===== src/rtl/core/cma_pkg.sv =====
`timescale 1ns / 1ps
// ----------------------------------------------------------------------------
// cma_pkg
// shared types and fixed field widths of the contour moment accumulator
// ----------------------------------------------------------------------------
package cma_pkg;

  // fixed widths of the channel fields
  localparam int unsigned CoordW = 12;
  localparam int unsigned AreaW  = 26;
  localparam int unsigned Mom1W  = 40;
  localparam int unsigned Mom2W  = 54;
  localparam int unsigned NumMom = 6;

  // slot of each running total
  typedef enum logic [2:0] {
    MOM_00,
    MOM_10,
    MOM_01,
    MOM_11,
    MOM_20,
    MOM_02
  } mom_idx_t;

  // one edge for the arithmetic back end
  typedef struct packed {
    logic [CoordW-1:0] x1;
    logic [CoordW-1:0] y1;
    logic [CoordW-1:0] x2;
    logic [CoordW-1:0] y2;
    logic              clear;  // zero the totals before adding this edge
    logic              emit;   // present the totals after adding this edge
  } cma_seg_t;

endpackage


===== src/rtl/core/cma_seg_fifo.sv =====
`timescale 1ns / 1ps
// ----------------------------------------------------------------------------
// cma_seg_fifo
// short edge queue between intake and arithmetic
// ----------------------------------------------------------------------------
module cma_seg_fifo import cma_pkg::*; #(
  parameter int unsigned DEPTH = 4
) (
  input  logic     clk,
  input  logic     rst_n,
  input  cma_seg_t push_data,
  input  logic     push_valid,
  output logic     push_ready,
  output cma_seg_t pop_data,
  output logic     pop_valid,
  input  logic     pop_ready
);

  localparam int unsigned PtrW = (DEPTH > 1) ? $clog2(DEPTH) : 1;
  localparam int unsigned CntW = $clog2(DEPTH + 1);

  cma_seg_t            slot_r [DEPTH];
  logic [PtrW-1:0]     wr_ptr_r, rd_ptr_r;
  logic [CntW-1:0]     count_r, count_nxt;
  logic                do_push, do_pop;

  assign push_ready = count_r != CntW'(DEPTH);
  assign pop_valid  = count_r != '0;
  assign pop_data   = slot_r[rd_ptr_r];
  assign do_push    = push_valid && push_ready;
  assign do_pop     = pop_valid && pop_ready;

  always_comb begin
    count_nxt = count_r;
    if (do_push && !do_pop) begin
      count_nxt = count_r + 1'b1;
    end else if (do_pop && !do_push) begin
      count_nxt = count_r - 1'b1;
    end
  end

  always_ff @(posedge clk) begin
    if (!rst_n) begin
      wr_ptr_r <= '0;
      rd_ptr_r <= '0;
      count_r  <= '0;
    end else begin
      count_r <= count_nxt;
      if (do_push) begin
        wr_ptr_r <= (wr_ptr_r == PtrW'(DEPTH - 1)) ? '0 : wr_ptr_r + 1'b1;
      end
      if (do_pop) begin
        rd_ptr_r <= (rd_ptr_r == PtrW'(DEPTH - 1)) ? '0 : rd_ptr_r + 1'b1;
      end
    end
  end

  always_ff @(posedge clk) begin
    if (do_push) begin
      slot_r[wr_ptr_r] <= push_data;
    end
  end

endmodule


===== config.mk =====
export PLATFORM = sky130hd
export DESIGN_NAME = cma_seg_fifo
export DESIGN_NICKNAME = d
export VERILOG_FILES = /design/src/rtl/core/cma_pkg.sv /design/src/rtl/core/cma_seg_fifo.sv
export SDC_FILE = /design/constraint.sdc
export NUM_CORES = 1
export LEC_CHECK = 0
export BUFFER_PORTS_ARGS = -buffer_cell sky130_fd_sc_hd__buf_2
export CELL_PAD_IN_SITES_DETAIL_PLACEMENT = 0
export CELL_PAD_IN_SITES_GLOBAL_PLACEMENT = 1
export CORE_UTILIZATION = 26
export DETAILED_ROUTE_END_ITERATION = 12
export GPL_TIMING_DRIVEN = 0
export PLACE_DENSITY_LB_ADDON = 0.1
export SLEW_MARGIN = 30
export SYNTH_ARGS = -nofsm -noshare
export SYNTH_HDL_FRONTEND = slang
export SYNTH_SLANG_ARGS = --single-unit

===== constraint.sdc =====
create_clock -name clk -period 5.9 [get_ports clk]
set_input_delay 0.885 -clock clk [delete_from_list [all_inputs] [get_ports clk]]
set_output_delay 0.885 -clock clk [all_outputs]
set_load 0.005 [all_outputs]

After elaboration in Yosys (flattened, before gate mapping)
Memories as Yosys holds them, arrays and structs flattened. A register that Yosys moved wholly into a read port is not among the register bits.
Index checks and enable logic that the tools add are counted.
{ "totals": {"mem_count": 1, "in_bits": 54, "ram_bits": 200, "elab_cells": 27, "reg_bits": 7, "output_inout_bits": 52} }
{ "mem_list": {"columns": ["memory", "depth", "width", "read_ports", "rd_clocked_by_memory_dff", "wr", "line", "source"], "rows": [
  ["slot_r", 4, 50, 1, 1, 1, "cma_seg_fifo.sv:22", "cma_seg_t slot_r [DEPTH];"]
]} }
{ "classes": {"reduce_logical": 8, "addsub": 4, "eq_ne": 3, "n_mux": 8} }
{ "op_table": {"columns": ["op", "n"], "rows": [
  ["$mux 2", 4],
  ["$mux 3", 2],
  ["$add 2x1->2 const B", 2],
  ["$eq 2x2->1 const B", 2],
  ["$logic_and 1x1->1", 4],
  ["$add 3x1->3 const B", 1],
  ["$ne 3x3->1 const B", 1],
  ["$reduce_bool 3->1", 1],
  ["$sub 3x1->3 const B", 1],
  ["$logic_not 1->1", 2],
  ["$mux 1", 2],
  ["$reduce_bool 2->1", 1]
]} }

Longest topological paths before layout
{ "depth": {"depth_word": 6, "ltp_mapped": 9, "mapped_depth_nobuf": 8} }

Worst setup path after synthesis
Ideal clock, no wire load.
{ "synth_path": {"kind": "input to register", "from": "input port pop_ready", "to": "register count_r[2]", "path_stages": 7, "path_slack_ns": 3.456, "t_arrival_ns": 2.368, "path_buffers": 0, "required_time_ns": 5.824, "setup_time_ns": 0.076, "cell_sequence": "o31ai_1 -> ha_1 -> inv_1 -> fa_1 -> xor2_1 -> or3_2 -> a21boi_0"} }
{ "synth_between": {"elab_chain_len": 4, "word_cells_on_any_way": 6, "cone_classes": "mux (1); reduce/logical (5)"} }
{ "synth_rtl": {"columns": ["item", "line", "source"], "rows": [
  ["start: declaration", "cma_seg_fifo.sv:16", "input logic pop_ready"],
  ["$logic_and 1x1->1 (*)", "cma_seg_fifo.sv:31", "assign do_pop = pop_valid && pop_ready;"],
  ["$logic_not 1->1", "cma_seg_fifo.sv:35", "if (do_push && !do_pop) begin"],
  ["$logic_and 1x1->1", "cma_seg_fifo.sv:35", null],
  ["$mux 3 or $reduce_bool 2->1 (tied branches)", null, null],
  ["end signal: assignment", "cma_seg_fifo.sv:48", "count_r <= count_nxt;"],
  ["end: declaration", "cma_seg_fifo.sv:24", "logic [CntW-1:0] count_r, count_nxt;"]
]} }
Every way passes the cells marked *; elsewhere a longest branch is shown, timed or not.
A chain may end at the register's enable or synchronous reset.

==> reports/results.ini <==
[run_status]
run_status=finished clean

[routing]
via_per_inst=4.14
drt_iter0_markers=175
detail_route.first_pass.iterations=4
totalWireLength_um=15900
ant_nets=0
drc_errors=0
wire_per_inst_um=18.7
total_via_count_in_the_routed_design=3523

[worst_setup_path]
worst-endpoint-arrival_ns=2.30
timing.critical_path.fanout_max=10
worst_ep_required_time_ns=5.02
rr_startpoint=count_r[0]$_SDFFE_PN0P_
worst_setup_path_endpoint=pop_data[23]
setup.worst_path.start_class=flip-flop
endpoint_of_the_worst_register_to_register_path=count_r[2]$_SDFFE_PN0P_
critPathCaptureType=primary output
rrSetupSlack_ns=3.37
timing.setup.critical_path_class=flip-flop to primary output
worstRegToRegCells=7

[timing]
timing.final.hold_violations=0
post-route-period-util=0.539
finalWorstPathRequiredPeriod_ns=3.18
fin_worst_hold_slack_ns=0.510
worst_slew_pin_slew_ns=0.752
fin_setup_tns_ns=0
finalSetupViolations=0
setup_slack_ns=2.72
unrepaired_setup_endpoints_after_global_routing=no
skew_ns=0.0151
fmax_mhz=314
relSlewSlack=0.498
finalMaxSlewViolations=0

[power_and_ir_drop]
worst_ir_drop_on_vdd_v=0.000162
total_leakage_power_nw=3.16
power_density_over_the_cells_mw_per_mm2=426
post-layout-total-power_mw=4.06

[layout]
drive_gt1_frac=0.433
syn2layout_area_growth_pct=24.1
finalInstanceArea_mm2=0.00954
finish.cell_count_without_fillers=851
fillers=2801
seq_area_mm2=0.00619
multi_input_comb_area_mm2=0.00143
final_net_count=509
layout.core_utilization=0.330

[clock_tree]
cts_setup_buffers=0
clk_latency_ns=0.50
cts_num_sinks=209
cts-buffers-inserted=24
cts.repair.resized=0
clk_pin_slew_ns=0.06
clockRootBuffer=sky130_fd_sc_hd__clkbuf_16
cts.path.max_buffers=3
tritoncts=built
post_cts_hold_buffer_count=0
htreeDepth=1

[yosys]
netlist_instances=313
mappedNetlistNets=374
yosysTopAreaCell=sky130_fd_sc_hd__edfxtp_1
netlist_area_mm2=0.00769
synth.ff_latch_count=209
post_synth.cell_area_avg_um2=24.6
synth.yosys.seq_area_share=0.805
netlist.area_leader.share=0.781
yosysUniqueCellTypes=27
synth_area_leaders=sky130_fd_sc_hd__edfxtp_1 78%, sky130_fd_sc_hd__mux4_2 15%, sky130_fd_sc_hd__dfxtp_1 2.3%
yosys_warnings=0

[die]
dieArea_mm2=0.0303
core_mm2=0.0289
effective_utilization_at_floorplan=0.266
fp.dieW_um=174
die_height_um=174
num_io_pins=106
rows=62

[global_route]
antenna_violations_before_repair=2
wire_length_of_the_first_global_routing_pass_um=23700
global_route.usage.total=0.106
pin_count_of_the_biggest_net_entering_global_routing=29
via_count_of_the_first_global_routing_pass=3833
residual_overflow_from_global_routing=0

[flow_run]
cap_viol_max_count=0

[placement]
total_cell_area_at_the_placement_stage_mm2=0.00879
place_ws_ns=3.18
finalWeightedCongestion=0.658
io_buffer_count=105
dp_cells=806
dp_wirelength_um=9390

[min_path]
hold_path.class=flip-flop to flip-flop
min_path_cells=2

critical path, stage by stage, from the launching register on:
cell,delay [ns]
sky130_fd_sc_hd__dfxtp_1,0.30
sky130_fd_sc_hd__clkbuf_1,0.29
sky130_fd_sc_hd__clkbuf_1,0.62
sky130_fd_sc_hd__mux4_2,0.43
sky130_fd_sc_hd__buf_2,0.15
Yosys cell counts, drive strengths merged:
master,instances
clkbuf,7
or3,2
mux4,50
inv,3
nor2b,1
ha,6
buf,7
xor2,1
nand2,5
and3,4
xnor2,1
nand3,2
or3b,1
nand4,1
mux2i,2
and2,2
dfxtp,9
a21boi,1
o31ai,1
nor2,2
edfxtp,200
fa,1
o21ai,4
state kept, by name, summed over array words and instances (netlist names), named ones only:
register	cells
slot_r	200
count_r	3
rd_ptr_r	2
wr_ptr_r	2
report_power, final:
part           internal, mW  switching [mW]  leakage, nW
clock                 0.849           0.542        0.361
combinational         0.414           0.413        0.889
sequential             1.80          0.0429         1.91
metal layers:
| layer | up-vias | share of wire | global-route usage |
|---|---|---|---|
| met2 | 83 | 0.49 | 0.180 |
| li1 | 1599 | - | - |
| met1 | 1816 | 0.43 | 0.134 |
| met3 | 23 | 0.059 | 0.0291 |
| met4 | 2 | 0.016 | 0.0270 |
| met5 | - | 0.00082 | 0 |
cells by family (layout without fill, tap and decap cells):
family	Yosys count	in the layout	share of synthesized area
other cells	0	1	0
fa+ha+maj	7	7	0.0124
simple gates	20	20	0.0153
xor+xnor	2	2	0.00228
buf+inv	17	170	0.0117
compound gates	6	6	0.00456
flops	209	209	0.805
mux	52	52	0.149
worst min path at each step:
stage / from / end
floorplan: wr_ptr_r[1]$_SDFFE_PN0P_ / wr_ptr_r[1]$_SDFFE_PN0P_
global placement: wr_ptr_r[0]$_SDFFE_PN0P_ / wr_ptr_r[0]$_SDFFE_PN0P_
detailed placement: wr_ptr_r[1]$_SDFFE_PN0P_ / wr_ptr_r[1]$_SDFFE_PN0P_
CTS: wr_ptr_r[1]$_SDFFE_PN0P_ / wr_ptr_r[1]$_SDFFE_PN0P_
global route: wr_ptr_r[1]$_SDFFE_PN0P_ / wr_ptr_r[1]$_SDFFE_PN0P_
finish: wr_ptr_r[1]$_SDFFE_PN0P_ / wr_ptr_r[1]$_SDFFE_PN0P_
area by class of cell:
type                       count  share of cell area
timing repair buffer         109              0.0635
buffer                        14             0.00827
multi-input combinational     87               0.150
antenna                        1            0.000262
tap                          384              0.0504
inverter                       3             0.00118
clock buffer                  40              0.0736
sequential                   209               0.649
clock inverter                 4             0.00459
cell usage in the layout, fill, tap and decap left out, types with 2 or more instances in the layout:
cell type                     n
sky130_fd_sc_hd__clkbuf_16   25
sky130_fd_sc_hd__clkbuf_1    20
sky130_fd_sc_hd__or3_2        2
sky130_fd_sc_hd__edfxtp_1   200
sky130_fd_sc_hd__buf_4        5
sky130_fd_sc_hd__o21ai_0      3
sky130_fd_sc_hd__nand2_1      5
sky130_fd_sc_hd__mux2i_1      2
sky130_fd_sc_hd__dfxtp_1      9
sky130_fd_sc_hd__ha_1         6
sky130_fd_sc_hd__clkinv_2     2
sky130_fd_sc_hd__nand3_1      2
sky130_fd_sc_hd__inv_1        3
sky130_fd_sc_hd__clkbuf_8     2
sky130_fd_sc_hd__buf_2      105
sky130_fd_sc_hd__and3_4       4
sky130_fd_sc_hd__buf_12       4
sky130_fd_sc_hd__mux4_2      50
sky130_fd_sc_hd__nor2_1       2
(Power assumes the default switching activity.)
