### src/rtl/core/cma_pkg.sv
`timescale 1ns / 1ps
// ----------------------------------------------------------------------------
// cma_pkg
// shared types and fixed field widths of the contour moment accumulator
// ----------------------------------------------------------------------------
package cma_pkg;

  // fixed widths of the channel fields
  localparam int unsigned CoordW = 12;
  localparam int unsigned AreaW  = 26;
  localparam int unsigned Mom1W  = 40;
  localparam int unsigned Mom2W  = 54;
  localparam int unsigned NumMom = 6;

  // slot of each running total
  typedef enum logic [2:0] {
    MOM_00,
    MOM_10,
    MOM_01,
    MOM_11,
    MOM_20,
    MOM_02
  } mom_idx_t;

  // one edge for the arithmetic back end
  typedef struct packed {
    logic [CoordW-1:0] x1;
    logic [CoordW-1:0] y1;
    logic [CoordW-1:0] x2;
    logic [CoordW-1:0] y2;
    logic              clear;  // zero the totals before adding this edge
    logic              emit;   // present the totals after adding this edge
  } cma_seg_t;

endpackage

### src/rtl/core/cma_channels.sv
`timescale 1ns / 1ps
// ----------------------------------------------------------------------------
// cma_channels
// valid/ready channel interfaces for vertices and moment results
// ----------------------------------------------------------------------------
interface cma_vertex_if import cma_pkg::*; ();
  logic              valid;
  logic              ready;
  logic [CoordW-1:0] vertex_x;
  logic [CoordW-1:0] vertex_y;
  logic              last_vertex;
  logic              new_region;

  modport source (output valid, vertex_x, vertex_y, last_vertex, new_region, input ready);
  modport sink   (input valid, vertex_x, vertex_y, last_vertex, new_region, output ready);
endinterface


### src/rtl/core/cma_front.sv
`timescale 1ns / 1ps
// ----------------------------------------------------------------------------
// cma_front
// vertex intake: tracks first and previous vertex, turns vertices into edges
// ----------------------------------------------------------------------------
module cma_front import cma_pkg::*; #(
  parameter int unsigned COORD_BITS = 12
) (
  input  logic       clk,
  input  logic       rst_n,
  cma_vertex_if.sink in_ch,
  output cma_seg_t   seg_data,
  output logic       seg_valid,
  input  logic       seg_ready
);

  localparam logic [CoordW-1:0] CoordMask = CoordW'((1 << COORD_BITS) - 1);

  logic [CoordW-1:0] first_x_r, first_y_r, prev_x_r, prev_y_r;
  logic              in_contour_r, in_contour_nxt;
  logic              close_pend_r, close_pend_nxt;
  logic [CoordW-1:0] vx, vy;
  logic              take;

  assign vx          = in_ch.vertex_x & CoordMask;
  assign vy          = in_ch.vertex_y & CoordMask;
  assign in_ch.ready = seg_ready && !close_pend_r;
  assign take        = in_ch.valid && in_ch.ready;
  assign seg_valid   = close_pend_r || in_ch.valid;

  always_comb begin
    if (close_pend_r) begin
      // closing edge back to the first vertex
      seg_data = '{x1: prev_x_r, y1: prev_y_r, x2: first_x_r, y2: first_y_r,
                   clear: 1'b0, emit: 1'b1};
    end else if (!in_contour_r) begin
      // first vertex: degenerate edge carries the clear and a lone-vertex emit
      seg_data = '{x1: vx, y1: vy, x2: vx, y2: vy,
                   clear: in_ch.new_region, emit: in_ch.last_vertex};
    end else begin
      seg_data = '{x1: prev_x_r, y1: prev_y_r, x2: vx, y2: vy,
                   clear: 1'b0, emit: 1'b0};
    end
  end

  always_comb begin
    in_contour_nxt = in_contour_r;
    close_pend_nxt = close_pend_r;
    if (close_pend_r && seg_ready) begin
      close_pend_nxt = 1'b0;
    end
    if (take) begin
      in_contour_nxt = !in_ch.last_vertex;
      close_pend_nxt = in_contour_r && in_ch.last_vertex;
    end
  end

  always_ff @(posedge clk) begin
    if (!rst_n) begin
      in_contour_r <= 1'b0;
      close_pend_r <= 1'b0;
    end else begin
      in_contour_r <= in_contour_nxt;
      close_pend_r <= close_pend_nxt;
    end
  end

  always_ff @(posedge clk) begin
    if (take) begin
      prev_x_r <= vx;
      prev_y_r <= vy;
      if (!in_contour_r) begin
        first_x_r <= vx;
        first_y_r <= vy;
      end
    end
  end

endmodule

### src/flat_wrapper.sv
// flat-port wrapper written by rule: the top's interface ports become plain ports
module cma_front_flat import cma_pkg::*;
#(
  parameter int unsigned COORD_BITS = 12
)
  (clk, rst_n, seg_data, seg_valid, seg_ready, in_ch_valid, in_ch_vertex_x, in_ch_vertex_y, in_ch_last_vertex, in_ch_new_region, in_ch_ready);
  cma_vertex_if in_ch_i ();
  input  logic clk;
  input  logic rst_n;
  output cma_seg_t seg_data;
  output logic seg_valid;
  input  logic seg_ready;
  input wire logic [$bits(in_ch_i.valid)-1:0] in_ch_valid;
  input wire logic [$bits(in_ch_i.vertex_x)-1:0] in_ch_vertex_x;
  input wire logic [$bits(in_ch_i.vertex_y)-1:0] in_ch_vertex_y;
  input wire logic [$bits(in_ch_i.last_vertex)-1:0] in_ch_last_vertex;
  input wire logic [$bits(in_ch_i.new_region)-1:0] in_ch_new_region;
  output wire logic [$bits(in_ch_i.ready)-1:0] in_ch_ready;
  assign in_ch_i.valid = in_ch_valid;
  assign in_ch_i.vertex_x = in_ch_vertex_x;
  assign in_ch_i.vertex_y = in_ch_vertex_y;
  assign in_ch_i.last_vertex = in_ch_last_vertex;
  assign in_ch_i.new_region = in_ch_new_region;
  assign in_ch_ready = in_ch_i.ready;
  cma_front #(.COORD_BITS(COORD_BITS)) u_core (.clk(clk), .rst_n(rst_n), .in_ch(in_ch_i), .seg_data(seg_data), .seg_valid(seg_valid), .seg_ready(seg_ready));
endmodule
### config.mk
export PLATFORM = sky130hd
export DESIGN_NAME = cma_front_flat
export DESIGN_NICKNAME = d
export VERILOG_FILES = /design/src/rtl/core/cma_pkg.sv /design/src/rtl/core/cma_channels.sv /design/src/rtl/core/cma_front.sv /design/src/flat_wrapper.sv
export SDC_FILE = /design/constraint.sdc
export NUM_CORES = 1
export LEC_CHECK = 0
export BUFFER_PORTS_ARGS = -buffer_cell sky130_fd_sc_hd__buf_2
export CAP_MARGIN = 20
export CORE_UTILIZATION = 35
export CTS_BUF_LIST = sky130_fd_sc_hd__clkbuf_8
export DETAILED_ROUTE_END_ITERATION = 6
export GPL_TIMING_DRIVEN = 0
export HOLD_SLACK_MARGIN = 0.1
export SLEW_MARGIN = 10
export SYNTH_ARGS = -nofsm -noshare
export SYNTH_HDL_FRONTEND = slang
export SYNTH_SLANG_ARGS = --single-unit
### constraint.sdc
create_clock -name clk -period 2.6 [get_ports clk]
set_clock_uncertainty 0.2 [all_clocks]
set_input_delay 0.26 -clock clk [delete_from_list [all_inputs] [get_ports clk]]
set_output_delay 0.26 -clock clk [all_outputs]
set_load 0.005 [all_outputs]
# --- Word level (Yosys, flattened, before mapping) ---
# Index checks and enable logic that the tools add are counted.
classes:
  muxes: 4
  bitwise_logic: 1
  n_reduce_logical: 9
op_table:
  columns: ["operator", "n"]
  rows:
  - ["$mux W50", 2]
  - ["$logic_and A1 B1 Y1", 4]
  - ["$logic_not A1 Y1", 2]
  - ["$mux W1", 2]
  - ["$reduce_and A2 Y1", 1]
  - ["$reduce_bool A2 Y1", 1]
  - ["$logic_or A1 B1 Y1", 1]
  - ["$not A1 Y1", 1]
totals:
  regBits: 50
  inputBits: 30
  output_inout_bits: 52
  word_cells: 20

# --- Longest topological paths before layout ---
# Gate-level depths: netlist of the first run.
depth:
  ltp_word: 4
  mapped_depth: 4

# --- Worst setup path after synthesis of the first run ---
# OpenSTA, ideal clock, no wires.
synth_timing:
  path_kind: "reg-to-reg"
  start: "register u_core.in_contour_r"
  end: "register u_core.first_x_r[0] (enable)"
  arrival_time_ns: 1.410
  t_required_ns: 2.017
  slack_ns: 0.607
  stages_incl_launch_ff: 4
  synth_period_minus_slack_ns: 1.993
  path_cell_list: "dfxtp_1 > nor2_4 > buf_6 > and3_1"
synth_between:
  elab_chain_len: 2
synth_rtl:
  columns: ["item", "line_no", "text"]
  rows:
  - ["start, declared", "cma_front.sv:20", "logic in_contour_r, in_contour_nxt;"]
  - ["start signal, assigned", "cma_front.sv:63", "in_contour_r <= in_contour_nxt;"]
  - ["$not A1 Y1 (no line)", null, null]
  - ["$reduce_and A2 Y1 (no line)", null, null]
  - ["end signal, assigned", "cma_front.sv:73", "first_x_r <= vx;"]
  - ["end, declared", "cma_front.sv:19", "logic [CoordW-1:0] first_x_r, first_y_r, prev_x_r, prev_y_r;"]
# No other way between the ends.
# A chain may end at the register's enable or synchronous reset.

# --- Final worst setup path of the first run ---
layout_timing:
  start: "register u_core.in_contour_r"
  end: "register u_core.first_x_r[8] (enable)"
# The elaborated chain is that of the path after synthesis.

==> results.txt, run 1 <==
The overall routing resource usage is 13.7%. The count of different cell masters after synthesis came out at 18. The floorplan die height came out at 82.0 um.

Ranked by total cell area, the synthesized netlist is headed by edfxtp_1, mux2_2, mux2_4, dfxtp_1, buf_6. The analysis attributes to cell leakage a power of 0.00134 uW. The die extent in x came out at slightly above 80 um. The floorplan step defined a die boundary enclosing between 6000 and 7000 um^2.

The relative slew slack came out at a little over half. The sequential area share after synthesis came out at between 60% and 70%. The maximum number of buffers from clock root to sink came out at 2. The number of global-route vias before repair is 1373. The period utilization came out at between 80% and 90%. CTS built an H-tree with a depth of 2. The global placement routability congestion came out at approximately 0.67. Grouping stages by cell kind, the critical path spends the most delay in simple AND/OR/NAND/NOR gates. The setup TNS came out at 0 ns. STA classifies the critical path endpoint as a flop.

The number of antenna violations at the first check in global routing is 0. The row count came out at 28. The synthesized net count came out at about 150.

The flow ran to the end, and the final reports show no timing, DRC or antenna violations. The transition time at the pin with the least slew margin is approximately 0.68 ns. The buffer type at the clock tree root is clkbuf_8.

The remaining global-route overflow is 0. The number of buffer cells added on primary ports came out at 81. For the worst setup path, the data required time is between 2 and 2.5 ns. The power per unit of standard cell area came out at ~520 nW/um^2. Setup repair after global routing left no endpoint under its margin. The violation count after the first detailed-routing iteration came out at 20. The largest fanout on the critical path came out at 13. STA classifies the critical path startpoint as a flop.

The number of gates resized after CTS was 0. The final critical path time including I/O delays and setup is roughly 2.2 ns. The floorplan step defined a core boundary enclosing ~6000 um^2.

The post-layout utilization of the core came out at between 50% and 60%. The layout-stage area growth over the synthesis result is 39.4%. The tree built by TritonCTS fans out to 50 sinks. The number of standard cells after synthesis is ~120.

Leaving out fill and tap cells, the most frequent cell in the layout is buf_2. The average cell area after synthesis came out at just under 20 um^2. The Yosys warning count is 0.

TritonCTS created 5 clock buffers. The net count of the finished layout is between 200 and 300. The number of detailed-route iterations in the first pass is 2. Leaving out fill and tap cells, the most frequent cells in the layout are buf_2, edfxtp_1, mux2_2, dlygate4sd3_1, mux2_4. The number of slew-limit violations in the final report came out at 0. In this run the worst hold path is classified as in -> reg. The pin count of the biggest net entering global routing is 18. The initial core utilization came out at 37.0%. The number of buffers inserted to repair setup after CTS came out at 0. The clock latency at the later pin of the worst-skew pair came out at ~0.30 ns.

The DRC violation count after routing is 0. Max-cap violations in this run came to 0. The total standard cell area after synthesis came out at approximately 2200 um^2. 0 antenna diodes ended up in the layout. The number of hold violations in the final report is 0. The arrival time reported for the critical path endpoint came out at around 2.0 ns. The largest incremental delay on the critical path came out at about 0.60 ns. The routed wirelength normalized by instance count came out at 14.7 um.

The clock transition at the registers of the reported paths is ~0.08 ns. The share of the synthesized area in the top cell type came out at about 64%. Summed over all instances, the cell type with the most area after synthesis is edfxtp_1.

The post-detailed-placement half-perimeter wirelength came out at between 2000 and 3000 um. The critical path goes through nor2_4 > buf_6 > and3_1 > buf_8. The worst-case IR drop observed on VDD is approximately 270 uV.

The detailed-route vias per instance is between 4 and 5. The number of routed nets with antenna violations came out at 0. The boundary pin count is 82. TritonCTS built the clock tree. Counting both buffers and inverters, the worst setup path holds a total of 2.

The upper clock frequency limit is roughly 460 MHz. The number of vias after detailed routing came out at about 1400. The cell type of the slowest stage on the worst timing path is and3_1. The number of synthesized register bits is 50. The first-pass GRT wire length came out at ~6600 um.

The number of setup violations in the final report is 0. The path type of the worst setup path is reg -> reg. The routed design has 4500 um of wire. The share of cells above drive strength 1 is between 60% and 70%.
-- kinds of logic after synthesis --
logic type	Yosys count	share of synthesized area [%]
buffers and inverters	6	2.68
flip-flops	50	66.1
multiplexers	48	27.2
AO/OA/AOI/OAI	3	1.23
AND/OR/NAND/NOR	8	2.79
-- through the flow --
stage                     hold slack [ns]  power (uW)  cells  setup slack (ns)  cell area, um^2
final                               0.145        1610    307             0.411             3120
after global routing                0.156        1680    307             0.269             3120
after CTS                           0.132        1630    307             0.336             3120
after detailed placement            0.280        1190    273             0.355             2780
after global placement              0.278        1180    271            0.0804             2740
after floorplan                     0.159        1070    115             0.607             2240
-- worst paths after layout --
| path | start | end | slack, ns | cells after the start |
|---|---|---|---|---|
| hold reg to reg | u_core.in_contour_r$_SDFFE_PN0P_ | u_core.close_pend_r$_SDFFE_PN0P_ | 0.41 | 1 |
| setup / recovery | u_core.in_contour_r$_SDFFE_PN0P_ | u_core.first_x_r[8]$_DFFE_PP_ | 0.41 | 4 |
| hold / removal | seg_ready | u_core.in_contour_r$_SDFFE_PN0P_ | 0.14 | 3 |
| setup reg to reg | u_core.in_contour_r$_SDFFE_PN0P_ | u_core.first_x_r[8]$_DFFE_PP_ | 0.41 | 4 |
-- area by class of cell --
cell class	count	area, um^2
fill	530	2940
sequential	50	1480
clock buffer	5	68.8
multi-input combinational	59	698
buffer	5	56.3
clock inverter	3	11.3
inverter	1	3.75
timing repair buffer	109	708
tap	75	93.8
-- synth_stat cells (all sizes together) --
master and instances:
edfxtp 48, mux2 48, buf 5, and3b 2
dfxtp 2, a21o 1, a41o 1, and2 1
and3 1, inv 1, nand4b 1, nor2 1
nor2b 1, o211a 1, or2 1
-- metal layers --
metal	share of wire, %	GRT usage (%)	routed length, um
met4	2.4	6.67	109
met5	0	0	0
met3	3.7	2.67	166
met2	49	22.9	2220
met1	45	17.0	2010
-- report_power, final --
group / switching [uW] / internal (uW)
clock network: 233 / 180
registers: 8.80 / 923
logic: 106 / 157
total: 348 / 1260
-- sequential cells by signal, indices dropped and copies added, names as in the netlist --
register and flops:
u_core.close_pend_r 1, u_core.prev_y_r 12, u_core.in_contour_r 1, u_core.prev_x_r 12, u_core.first_x_r 12, u_core.first_y_r 12
-- repair_timing --
action | 4_1_cts | 5_1_grt
hold buffers | 26 | 0
hold endpoints to repair | 50 | 0
endpoints found under the setup margin | 0 | 0
-- worst min-delay path, stage by stage --
cell      delay (ns)
buf_2           0.12
nand4b_1        0.10
o211a_1         0.14
(Power assumes the default switching activity.)
==> inputs of run 2 (changes only) <==
Clock period 2.6 ns to 2 ns, I/O delays scaled along.
==> results.txt, run 2 (same netlist as run 1, synthesis figures left out) <==
The run finished with clean final reports. The clock transition at the registers of the reported paths is 0.08 ns (about the same). The data required time of the worst path is 1.81 ns (-0.60 ns). The total non-filler cell area in the finished layout came out at 3150 um^2 (+0.96%).

The floorplan die height came to 82.0 um (unchanged). The number of clock sinks seen by CTS came out at 50 (unchanged). The overall routing resource usage came out at 13.9% (+0.17 points). The number of CTS-inserted buffers came out at 5 (unchanged). The tightest min-delay check is of the in -> reg type. STA classifies the critical path endpoint as a flop.

The number of detailed-route iterations in the first pass is 4 (+2). The total placed cells including tap cells is 273 (unchanged). The row count came out at 28 (unchanged). The H-tree depth reported by CTS came out at 2 (unchanged).

The critical path startpoint is in_ch_valid. The layout-stage area growth over the synthesis result is 40.7%. Setup repair after global routing left no endpoint under its margin. The reported leakage power came out at 0.00135 uW (+0.83%). The max-capacitance violation count is 0 (unchanged). The transition time at the pin with the least slew margin came out at 0.647 ns (-0.0288 ns).

The TritonCTS clock tree is done. The global placement routability congestion came out at 0.669 (unchanged). The period utilization came out at 93.7%. The routed wirelength normalized by instance count is 14.7 um (+0.26%).

The peak supply drop is 346 uV (+30%). The largest fanout on the critical path came out at 17 (+4). The number of hold violations in the final report is 0 (unchanged). The power per unit of standard cell area is 664 nW/um^2 (+29%). The detailed-route vias per instance is 4.65 (-0.55%). The post-detailed-placement half-perimeter wirelength is 2950 um (unchanged). The final non-filler cell total was 310 (+0.98%). The die extent in x is 82.0 um (unchanged). The violation count after the first detailed-routing iteration is 22 (+10%). The number of global-route vias before repair is 1395 (+1.6%).

The number of antenna violations at the first check in global routing came out at 0 (unchanged). The startpoint identified for the worst register-to-register timing path is u_core.close_pend_r$_SDFFE_PN0P_. The number of buffer cells added on primary ports came to 81 (unchanged).

The number of slew-limit violations in the final report came out at 0 (unchanged). The maximum number of buffers from clock root to sink is 2 (unchanged). The buffer type at the clock tree root is clkbuf_8.

The arrival time reported for the critical path endpoint was 1.68 ns (-0.32 ns). The DRC violation count after routing came to 0 (unchanged). In the layout the commonest cells are buf_2, edfxtp_1, mux2_2, dlygate4sd3_1, mux2_4.

The initial core utilization is 37.0% (unchanged). The path type of the worst setup path is in -> reg. STA classifies the critical path startpoint as a primary input. The upper clock frequency limit came out at between 500 and 600 MHz.

The final routed wirelength across all metal layers came to 4560 um (+1.2%). The final critical path time including I/O delays and setup came out at 1.87 ns. The boundary pin count is 82 (unchanged).

The first-pass GRT wire length came out at 6730 um (+1.4%). The number of routed nets with antenna violations came out at 0 (unchanged). In this run the most critical hold path is launched from seg_ready. The number of vias after detailed routing came to 1441 (+0.42%).

The clock latency at the later pin of the worst-skew pair was 0.30 ns (about the same). The post-layout utilization of the core is 52.0% (+0.50 points). The most frequent standard cell in the layout excluding fill and tap cells is buf_2. The number of setup violations in the final report was 0 (unchanged).

The relative slew slack came to 56.9% (+1.9 points). The die area is 6720 um^2 (unchanged). The total number of nets in the final design is 264 (+1.1%). The remaining global-route overflow is 0 (unchanged). The pin count of the biggest net entering global routing came to 18 (unchanged). The post-layout total power came out at 2090 uW (+30%). The standard cell core area came out at 6060 um^2 (unchanged). The placed instance area came out at 2780 um^2 (unchanged). The total inserted antenna cells came to 0 (unchanged). The share of cells above drive strength 1 came out at 62.1% (+0.49 points).
run 2: changes by cell type in the layout (fill, tap and decap cells not counted):
cell / delta
dfxtp_2: +1
buf_4: +1
dfxtp_1: -1
and3_1: -1
and3_2: +1
dlygate4sd3_1: +2
run 2: critical path: stages:
cell and delay, ns:
dlygate4sd3_1 0.53, buf_2 0.13, and3b_1 0.59, buf_16 0.23
run 2: stage by stage:
step	hold WS, ns	setup TNS (ns)	setup WS, ns
floorplan	0.0989	0	0.00736
global placement	0.218	-14.10	-0.520
detailed placement	0.220	-3.73	-0.245
CTS	0.147	0	0.0403
global route	0.200	0	0.0625
finish	0.174	0	0.126
run 2: layout make-up:
type	instances	area, um^2
clock buffers	5	68.8
flip-flops and latches	50	1480
multi-input cells	59	699
inverters	1	3.75
well taps	75	93.8
plain buffers	5	56.3
fillers	530	2910
clock inverters	3	11.3
repair buffers	112	736
run 2: path summary, 6_finish.rpt:
| check | endpoint | slack [ns] | cells past startpoint |
|---|---|---|---|
| worst min register to register | u_core.close_pend_r$_SDFFE_PN0P_ | 0.40 | 1 |
| worst min-delay path | u_core.close_pend_r$_SDFFE_PN0P_ | 0.17 | 3 |
| worst max-delay path | u_core.prev_y_r[6]$_DFFE_PP_ | 0.13 | 4 |
| worst max register to register | u_core.first_x_r[8]$_DFFE_PP_ | 0.18 | 4 |
run 2: per-layer routing:
layer,vias up,share of wire (%),global-route usage [%]
met5,-,0,0
met4,0,2.3,6.67
met3,10,3.6,2.67
met2,44,49,23.4
met1,694,45,17.0
li1,693,-,-
run 2: report_power, final:
group / switching [uW] / leakage [uW] / internal [uW]
combinational: 139 / 0.000829 / 208
clock: 302 / 0.0000519 / 234
sequential: 11.5 / 0.000466 / 1200
total: 453 / 0.00135 / 1640
run 2: repair_timing:
action / 4_1_cts / 5_1_grt
endpoints found under the hold margin: 50 / 0
buffers inserted: 1 / 0
pin swaps: 1 / 0
hold buffers: 28 / 0
setup endpoints to repair: 42 / 3
gates resized for setup: 1 / 1
